**src/sv/pmst_pkg.sv**
```systemverilog
// Types and constants of the pending message slot table.
`timescale 1ns / 1ps

package pmst_pkg;

  // Most results that one flush may report
  localparam int MAX_RESULTS = 8;

  typedef enum logic [1:0] {
    KIND_ADD     = 2'd0,
    KIND_FIND    = 2'd1,
    KIND_RELEASE = 2'd2,
    KIND_FLUSH   = 2'd3
  } pmst_kind_t;

  typedef struct packed {
    pmst_kind_t  kind;
    logic [31:0] msg_id;
    logic [7:0]  msg_flags;
    logic [47:0] hop_mac;
    logic        hop_mac_given;
    logic [47:0] final_mac;
    logic        final_mac_given;
    logic        wait_route;
    logic [3:0]  slot_number;
    logic [47:0] route_hop;
    logic        route_ok;
    logic [47:0] now_ms;
  } pmst_req_t;

  typedef struct packed {
    logic        status;
    logic [2:0]  slot_index;
    logic [31:0] out_message_id;
    logic [47:0] send_mac;
    logic        last;
  } pmst_rsp_t;

  typedef struct packed {
    logic [31:0] id;
    logic [7:0]  flags;
    logic [47:0] hop;
    logic [47:0] final_mac;
    logic        waiting;
    logic [7:0]  retries;
    logic [47:0] sent_ms;
  } pmst_entry_t;

  typedef enum logic [1:0] {
    ST_IDLE,
    ST_SCAN,
    ST_FIN
  } pmst_state_t;

  typedef struct packed {
    logic capture;
    logic scan;
    logic fin_push;
  } pmst_cmd_t;

  typedef struct packed {
    logic skip_scan;
    logic scan_done;
    logic out_free;
  } pmst_stat_t;

endpackage

```
**src/sv/pmst_ram.sv**
```systemverilog
// Generic simple dual-port RAM with registered read data.
`timescale 1ns / 1ps

module pmst_ram #(
  parameter int WIDTH = 8,
  parameter int DEPTH = 8
) (
  input  logic                                         clk,
  input  logic                                         we,
  input  logic [((DEPTH > 1) ? $clog2(DEPTH) : 1)-1:0] waddr,
  input  logic [WIDTH-1:0]                             wdata,
  input  logic [((DEPTH > 1) ? $clog2(DEPTH) : 1)-1:0] raddr,
  output logic [WIDTH-1:0]                             rdata
);

  logic [WIDTH-1:0] mem [DEPTH];

  always_ff @(posedge clk) begin
    if (we) begin
      mem[waddr] <= wdata;
    end
    rdata <= mem[raddr];
  end

endmodule

```
**src/sv/pmst_ctrl.sv**
```systemverilog
// Controller state machine of the pending message slot table.
`timescale 1ns / 1ps

module pmst_ctrl (
  input  logic                 clk,
  input  logic                 rst,
  input  logic                 req_valid,
  output logic                 req_ready,
  output pmst_pkg::pmst_cmd_t  cmd,
  input  pmst_pkg::pmst_stat_t stat
);
  import pmst_pkg::*;

  pmst_state_t state;
  pmst_state_t state_next;

  always_ff @(posedge clk) begin
    if (rst) begin
      state <= ST_IDLE;
    end else begin
      state <= state_next;
    end
  end

  always_comb begin
    state_next = state;
    req_ready  = 1'b0;
    cmd        = '0;
    case (state)
      ST_IDLE: begin
        req_ready = 1'b1;
        if (req_valid) begin
          cmd.capture = 1'b1;
          state_next  = stat.skip_scan ? ST_FIN : ST_SCAN;
        end
      end
      ST_SCAN: begin
        cmd.scan = 1'b1;
        if (stat.scan_done) begin
          state_next = ST_FIN;
        end
      end
      ST_FIN: begin
        // hold the closing result until the output register frees up
        if (stat.out_free) begin
          cmd.fin_push = 1'b1;
          state_next   = ST_IDLE;
        end
      end
      default: begin
        state_next = ST_IDLE;
      end
    endcase
  end

endmodule

```
**src/sv/pmst_datapath.sv**
```systemverilog
// Datapath of the pending message slot table: slot store, scan stage and result registers.
`timescale 1ns / 1ps

module pmst_datapath #(
  parameter int SLOTS = 8
) (
  input  logic                 clk,
  input  logic                 rst,
  input  pmst_pkg::pmst_req_t  req,
  output pmst_pkg::pmst_rsp_t  rsp,
  output logic                 rsp_valid,
  input  logic                 rsp_ready,
  input  pmst_pkg::pmst_cmd_t  cmd,
  output pmst_pkg::pmst_stat_t stat
);
  import pmst_pkg::*;

  localparam int IW = (SLOTS > 1) ? $clog2(SLOTS) : 1;
  localparam int CW = $clog2(SLOTS + 1);
  localparam logic [CW-1:0] LAST_ADDR = CW'(SLOTS);
  localparam logic [6:0] SLOTS_W = 7'(SLOTS);
  localparam logic [3:0] CNT_TOP = 4'(MAX_RESULTS - 1);

  pmst_req_t   item;
  logic [CW-1:0] addr;
  logic        chk_vld;
  logic [IW-1:0] chk_idx;
  logic [3:0]  found_cnt;
  pmst_rsp_t   pend;
  logic        pend_vld;
  logic        slot_valid [SLOTS];
  logic        slot_written [SLOTS];
  logic        rsp_vld;

  pmst_entry_t cur;
  pmst_entry_t wr_entry;
  logic        ram_we;
  logic [IW-1:0] ram_raddr;

  logic        cur_valid;
  logic        cur_written;
  logic [47:0] old_hop;
  logic [47:0] old_final;
  logic [IW+2:0] idx_ext;
  logic        is_flush;
  logic        hit;
  logic        out_free;
  logic        stall;
  logic        act;
  logic        term;
  logic        addr_end;
  logic        push;
  pmst_rsp_t   hit_rsp;
  pmst_rsp_t   fin_rsp;
  pmst_rsp_t   rel_rsp;
  logic        rel_in_range;
  logic [IW+3:0] rel_ext;
  logic [IW-1:0] rel_idx;

  pmst_ram #(
    .WIDTH($bits(pmst_entry_t)),
    .DEPTH(SLOTS)
  ) u_ram (
    .clk  (clk),
    .we   (ram_we),
    .waddr(chk_idx),
    .wdata(wr_entry),
    .raddr(ram_raddr),
    .rdata(cur)
  );

  always_comb begin
    cur_valid   = slot_valid[chk_idx];
    cur_written = slot_written[chk_idx];
    // a slot never written holds zero MACs
    old_hop     = cur_written ? cur.hop : '0;
    old_final   = cur_written ? cur.final_mac : '0;
    idx_ext     = {3'b000, chk_idx};
    is_flush    = (item.kind == KIND_FLUSH);

    case (item.kind)
      KIND_ADD:   hit = !cur_valid;
      KIND_FIND:  hit = cur_valid && (cur.id == item.msg_id);
      KIND_FLUSH: hit = cur_valid && cur.waiting && (cur.final_mac == item.final_mac);
      default:    hit = 1'b0;
    endcase

    out_free = !rsp_vld || rsp_ready;
    // a second flush hit must first move the held one out
    stall    = cmd.scan && chk_vld && hit && is_flush && pend_vld && !out_free;
    act      = cmd.scan && chk_vld && hit && !stall;
    term     = act && (!is_flush || (found_cnt == CNT_TOP));
    addr_end = (addr == LAST_ADDR);
    push     = cmd.fin_push || (act && is_flush && pend_vld);

    if (stall) begin
      ram_raddr = chk_idx;
    end else if (addr_end) begin
      ram_raddr = '0;
    end else begin
      ram_raddr = addr[IW-1:0];
    end

    wr_entry = cur;
    if (item.kind == KIND_ADD) begin
      wr_entry.id        = item.msg_id;
      wr_entry.flags     = item.msg_flags;
      wr_entry.hop       = item.hop_mac_given ? item.hop_mac : old_hop;
      wr_entry.final_mac = item.final_mac_given ? item.final_mac : old_final;
      wr_entry.waiting   = item.wait_route;
    end else begin
      wr_entry.hop     = item.route_hop;
      wr_entry.waiting = 1'b0;
    end
    wr_entry.retries = '0;
    wr_entry.sent_ms = item.now_ms;
    ram_we = act && ((item.kind == KIND_ADD) || is_flush);

    hit_rsp.status         = 1'b0;
    hit_rsp.slot_index     = idx_ext[2:0];
    hit_rsp.out_message_id = is_flush ? cur.id : '0;
    hit_rsp.send_mac       = is_flush ? item.route_hop : '0;
    hit_rsp.last           = 1'b0;

    if (pend_vld) begin
      fin_rsp      = pend;
      fin_rsp.last = 1'b1;
    end else begin
      fin_rsp        = '0;
      fin_rsp.status = 1'b1;
      fin_rsp.last   = 1'b1;
    end

    rel_in_range       = ({3'b000, req.slot_number} < SLOTS_W);
    rel_ext            = {{IW{1'b0}}, req.slot_number};
    rel_idx            = rel_ext[IW-1:0];
    rel_rsp            = '0;
    rel_rsp.status     = !rel_in_range;
    rel_rsp.slot_index = req.slot_number[2:0];
    rel_rsp.last       = 1'b1;

    stat.skip_scan = (req.kind == KIND_RELEASE) || ((req.kind == KIND_FLUSH) && !req.route_ok);
    stat.scan_done = cmd.scan && !stall && (term || (!chk_vld && addr_end));
    stat.out_free  = out_free;
  end

  // control state
  always_ff @(posedge clk) begin
    if (rst) begin
      rsp_vld  <= 1'b0;
      pend_vld <= 1'b0;
      chk_vld  <= 1'b0;
      for (int i = 0; i < SLOTS; i++) begin
        slot_valid[i]   <= 1'b0;
        slot_written[i] <= 1'b0;
      end
    end else begin
      if (cmd.capture) begin
        chk_vld  <= 1'b0;
        pend_vld <= (req.kind == KIND_RELEASE);
        if ((req.kind == KIND_RELEASE) && rel_in_range) begin
          slot_valid[rel_idx] <= 1'b0;
        end
      end else if (cmd.scan && !stall) begin
        chk_vld <= !addr_end && !term;
      end
      if (act) begin
        pend_vld <= 1'b1;
        if (item.kind == KIND_ADD) begin
          slot_valid[chk_idx]   <= 1'b1;
          slot_written[chk_idx] <= 1'b1;
        end
      end
      if (cmd.fin_push) begin
        pend_vld <= 1'b0;
      end
      if (push) begin
        rsp_vld <= 1'b1;
      end else if (rsp_ready) begin
        rsp_vld <= 1'b0;
      end
    end
  end

  // payload and scan counters
  always_ff @(posedge clk) begin
    if (cmd.capture) begin
      item      <= req;
      addr      <= '0;
      found_cnt <= '0;
      pend      <= rel_rsp;
    end else if (cmd.scan && !stall) begin
      chk_idx <= addr[IW-1:0];
      if (!addr_end) begin
        addr <= addr + CW'(1);
      end
    end
    if (act) begin
      pend      <= hit_rsp;
      found_cnt <= found_cnt + 4'd1;
    end
    if (push) begin
      rsp <= cmd.fin_push ? fin_rsp : pend;
    end
  end

  assign rsp_valid = rsp_vld;

endmodule

```
**src/sv/pending_message_slot_table_top.sv**
```systemverilog
// Top level of the pending message slot table.
`timescale 1ns / 1ps
// Usage
//   The req channel (req_valid / req_ready / req) takes one command per
//   transaction: add, find by id, release slot or flush waiting route.
//   The rsp channel (rsp_valid / rsp_ready / rsp) returns the results;
//   rsp.last marks the final result of a command. Add, find and release
//   give one result; flush gives one per rewritten slot, or one empty one.
// Timing
//   Commands are handled one at a time. Release and a flush without a
//   route skip the scan. Add, find and flush walk the slot store one
//   slot a cycle through its single read port with registered data,
//   unless a flush pauses for back-pressure; add and find stop at a hit.
//   A flush holds its latest hit back one step to know which result is
//   last. req_ready rises again once the closing result is in the output
//   register, so the next command is taken while it waits to be read.
// Reset
//   rst clears every slot's valid bit and its written mark (MACs of a
//   slot never written read as zero) and empties the output register.
// Back-pressure
//   While rsp_ready is low the result register holds; a flush scan
//   pauses on a later hit and the closing step waits for space.

module pending_message_slot_table_top #(
  parameter int SLOTS = 8
) (
  input  logic                clk,
  input  logic                rst,
  input  logic                req_valid,
  output logic                req_ready,
  input  pmst_pkg::pmst_req_t req,
  output logic                rsp_valid,
  input  logic                rsp_ready,
  output pmst_pkg::pmst_rsp_t rsp
);
  import pmst_pkg::*;

  pmst_cmd_t  cmd;
  pmst_stat_t stat;

  pmst_ctrl u_ctrl (
    .clk      (clk),
    .rst      (rst),
    .req_valid(req_valid),
    .req_ready(req_ready),
    .cmd      (cmd),
    .stat     (stat)
  );

  pmst_datapath #(
    .SLOTS(SLOTS)
  ) u_datapath (
    .clk      (clk),
    .rst      (rst),
    .req      (req),
    .rsp      (rsp),
    .rsp_valid(rsp_valid),
    .rsp_ready(rsp_ready),
    .cmd      (cmd),
    .stat     (stat)
  );

endmodule

```
**config.mk**
```make
export PLATFORM = sky130hd
export DESIGN_NAME = pending_message_slot_table_top
export DESIGN_NICKNAME = d
export VERILOG_FILES = /design/src/sv/pmst_pkg.sv /design/src/sv/pmst_ram.sv /design/src/sv/pmst_ctrl.sv /design/src/sv/pmst_datapath.sv /design/src/sv/pending_message_slot_table_top.sv
export SDC_FILE = /design/constraint.sdc
export NUM_CORES = 1
export LEC_CHECK = 0
export BUFFER_PORTS_ARGS = -buffer_cell sky130_fd_sc_hd__buf_2
export CORE_MARGIN = 1.5
export CORE_UTILIZATION = 40
export DETAILED_ROUTE_END_ITERATION = 16
export GPL_TIMING_DRIVEN = 0
export PLACE_DENSITY = 0.61
export SETUP_SLACK_MARGIN = 0.02
export SYNTH_ARGS = -nofsm -noshare
export SYNTH_HDL_FRONTEND = slang
export SYNTH_SLANG_ARGS = --single-unit
```
**constraint.sdc**
```tcl
create_clock -name clk -period 8.2 [get_ports clk]
set_input_delay 1.64 -clock clk [delete_from_list [all_inputs] [get_ports clk]]
set_output_delay 1.64 -clock clk [all_outputs]
set_load 0.02 [all_outputs]
```
==> flow_summary.ini <==
[power]
switchingPower_mw = 3.22
p_leak_nw = 16.6
p_int_mw = 9.75
power_density_nw_per_um2 = 264
pwr-share-clk_pct = 39.8
power.share.sequential_pct = 49.9
swShare_pct = 24.8
ir_worst_vdd_mv = 0.181
pwr-share-comb_pct = 10.3

[clock_tree]
clk_latency_ns = 0.69
htreeDepth = 3
cts_buffers = 112
cts_buffer_depth = 3
cts_sinks = 1066
cts_resized = 0
cts_tree = done
hold_buffers = 0
path_clk_slew_ns = 0.06
postCtsSetupBuffers = 0
root_buffer = clkbuf_16

[critical_path]
required_ns = 8.56
path_delay_family = simple AND/OR/NAND/NOR gates
crit_end = u_datapath.u_ram.mem[4][78]$_DFFE_PP_
timing.rr.end = u_datapath.u_ram.mem[4][78]$_DFFE_PP_
cp.depth = 10
cp_num_buf_inv = 1
r2r_cells = 10
reg2reg_slack_ns = 2.13
critPathLaunchType = register
crit_start = u_datapath.item[107]$_DFFE_PP_
slowest_delay_ns = 1.05
slowest_stage = a21oi_1
crit_path_max_fanout = 46
r2r_start = u_datapath.item[107]$_DFFE_PP_
worstPathArrival_ns = 6.43
critPathKind = reg2reg
cp-end-kind = register
crit_chain = xor2_1 -> nor4_1 -> nand4_1 -> nor4_2 -> nand3_2 -> a21oi_1 -> nand2_1 -> nor2_1 -> and2_4 -> buf_16

[min_path]
hp-class = reg2reg
whs_path_depth = 1

[yosys]
ys.flop_type = edfxtp_1
synth_top_area_share_pct = 69.4
netlist.top_cell.by_area = edfxtp_1
yosysSeqAreaShare_pct = 74.4
syn_inst = 2536
synth_edf_count = 963
yosysWarnings = 0
syn_area_um2 = 41700
synth.area.top_cells = edfxtp_1 69%, a221oi_1 6.8%, dfxtp_1 4.9%, and2_1 4.9%, nor4_2 2.5%
synth_cell_types = 58
synth.net_count = 2789
yosys-top-cells-count = 963 x edfxtp_1, 327 x and2_1, 325 x a221oi_1
synth-seq-cells = 1066
syn_avg_cell_area_um2 = 16.4
synth.most_common_cell = edfxtp_1
async_flop_share_pct = 0

[grt]
grt_usage_pct = 21.0
use_met3_pct = 3.79
top_usage_layer = met2
antenna_found_initial = 1
met1_usage_pct = 26.6
grt_use_met2_pct = 35.7
grt_max_degree = 51
grt_pass1_wl_um = 166000
grt.overflow.total = 0
grt_pass1_vias = 25900

[route]
viasPerCell = 5.65
vias = 24800
routedWlPerCell_um = 25.9
drc_errors = 0
dr.pass1.iters = 8
ant_nets = 0
drt-initial-drc-count = 2160
drt_wl_total_um = 114000

[timing]
max_slew.worst_pin.slew_ns = 1.26
fmax_mhz = 165
finalHoldViolations = 0
rsz0062_at_grt = no
finalMaxSlewViolations = 0
fin_ws_ns = 2.13
slew_headroom_pct = 15.9
skew_ns = 0.0195
setup_violations = 0
finalCriticalPeriod_ns = 6.07
min_period_over_period_pct = 74.0

[layout]
antenna_cells = 0
final_nets = 3169
drive_gt1_share_pct = 20.5
final_util_pct = 47.6
syn2layout_area_growth_pct = 18.2
stdcell_count = 4393

[die]
num_rows = 118
start_util_pct = 40.3
dieArea_um2 = 106000
core_um2 = 103000
chipHeight_um = 326
io_pins = 333
dieWidth_um = 326

[outcome]
outcome = completed

[placed_design]
globalplace.congestion = 0.802
io_buffers = 227
pre_cts_ws_ns = 1.91
place_hpwl_um = 73800
dp.cells = 4182

[flow_run]
drv_cap = 0
worst min path at each step:
stage / to / from
2_1_floorplan: u_datapath.slot_written[6]$_DFF_P_ / u_datapath.slot_written[6]$_DFF_P_
3_3_place_gp: u_datapath.slot_written[7]$_DFF_P_ / u_datapath.slot_written[7]$_DFF_P_
3_5_place_dp: u_datapath.slot_written[2]$_DFF_P_ / u_datapath.slot_written[2]$_DFF_P_
4_1_cts: u_datapath.slot_written[3]$_DFF_P_ / u_datapath.slot_written[3]$_DFF_P_
5_1_grt: u_datapath.slot_written[6]$_DFF_P_ / u_datapath.slot_written[6]$_DFF_P_
6_report: u_datapath.slot_written[3]$_DFF_P_ / u_datapath.slot_written[3]$_DFF_P_
state kept, by name (all words and copies together), names as in the netlist, named ones only:
signal and count:
u_datapath.rsp 85, u_datapath.rsp_valid 1, u_datapath.pend_vld 1, u_datapath.pend 85
u_datapath.chk_vld 1, u_datapath.slot_written 8, u_ctrl.state 2, u_datapath.addr 4
u_datapath.u_ram.mem 648, u_datapath.slot_valid 8, u_datapath.item 132, u_datapath.chk_idx 3
u_datapath.found_cnt 4, u_datapath.u_ram.rdata 81
cells by family (layout without fill, tap and decap cells):
logic type               Yosys count  count (layout)  share of synthesized area, %
flip-flops                      1066            1066                          74.4
AND/OR/NAND/NOR                  712             712                          11.6
AO/OA/AOI/OAI                    426             426                          8.79
buffers and inverters            203             680                          2.15
XOR/XNOR                          72              72                          1.51
multiplexers                      50              50                          1.38
adder cells (fa/ha/maj)            7               7                         0.210
cell usage in the layout, fill, tap and decap left out, types with 42 or more instances in the layout:
master     count
a221oi_1     325
a22o_1        51
and2_1       326
and3_1        82
buf_2        250
clkbuf_1     170
clkbuf_16    113
dfxtp_1      103
edfxtp_1     963
nor2b_1      101
nor4_2        82
xor2_1        42
layer usage:
layer	wire length [um]	vias to the layer above
met1	45200	12600
met2	55800	1136
met5	13	-
li1	-	10900
met4	4370	2
met3	8550	248
power groups by stage:
stage,logic (mW),registers [mW],clock network (mW)
after CTS,1.33,6.47,5.24
after global routing,1.41,6.49,5.43
after detailed placement,1.32,6.58,0
final,1.33,6.47,5.16
after global placement,1.27,6.60,0
after floorplan,0.761,6.54,0
worst reg2reg max path, delay by kind of cell, from the launching register on:
kind / cells / cell delay (ns)
buf+inv: 1 / 0.37
compound gates: 1 / 1.05
flops: 1 / 0.48
xor+xnor: 1 / 0.27
simple gates: 7 / 3.53
through the flow:
| stage | power [mW] | area [um2] | setup TNS [ns] | hold slack, ns |
|---|---|---|---|---|
| 5_1_grt | 13.3 | 49200 | 0 | 0.482 |
| 6_report | 13.0 | 49200 | 0 | 0.457 |
| 3_3_place_gp | 7.87 | 44500 | -2078.03 | 0.429 |
| 3_5_place_dp | 7.91 | 45500 | 0 | 0.441 |
| 4_1_cts | 13.0 | 49200 | 0 | 0.458 |
| 2_1_floorplan | 7.30 | 41700 | 0 | 0.421 |
layout make-up:
type / count / area, um2
Fill cell: 8909 / 54100
Sequential cell: 1066 / 31000
Timing Repair Buffer: 266 / 2000
Clock buffer: 142 / 2990
Clock inverter: 69 / 763
Multi-Input combinational cell: 1267 / 9860
Inverter: 15 / 56.3
Tap cell: 1380 / 1730
Buffer: 188 / 843
No activity file was read; power rests on OpenSTA's default activity.
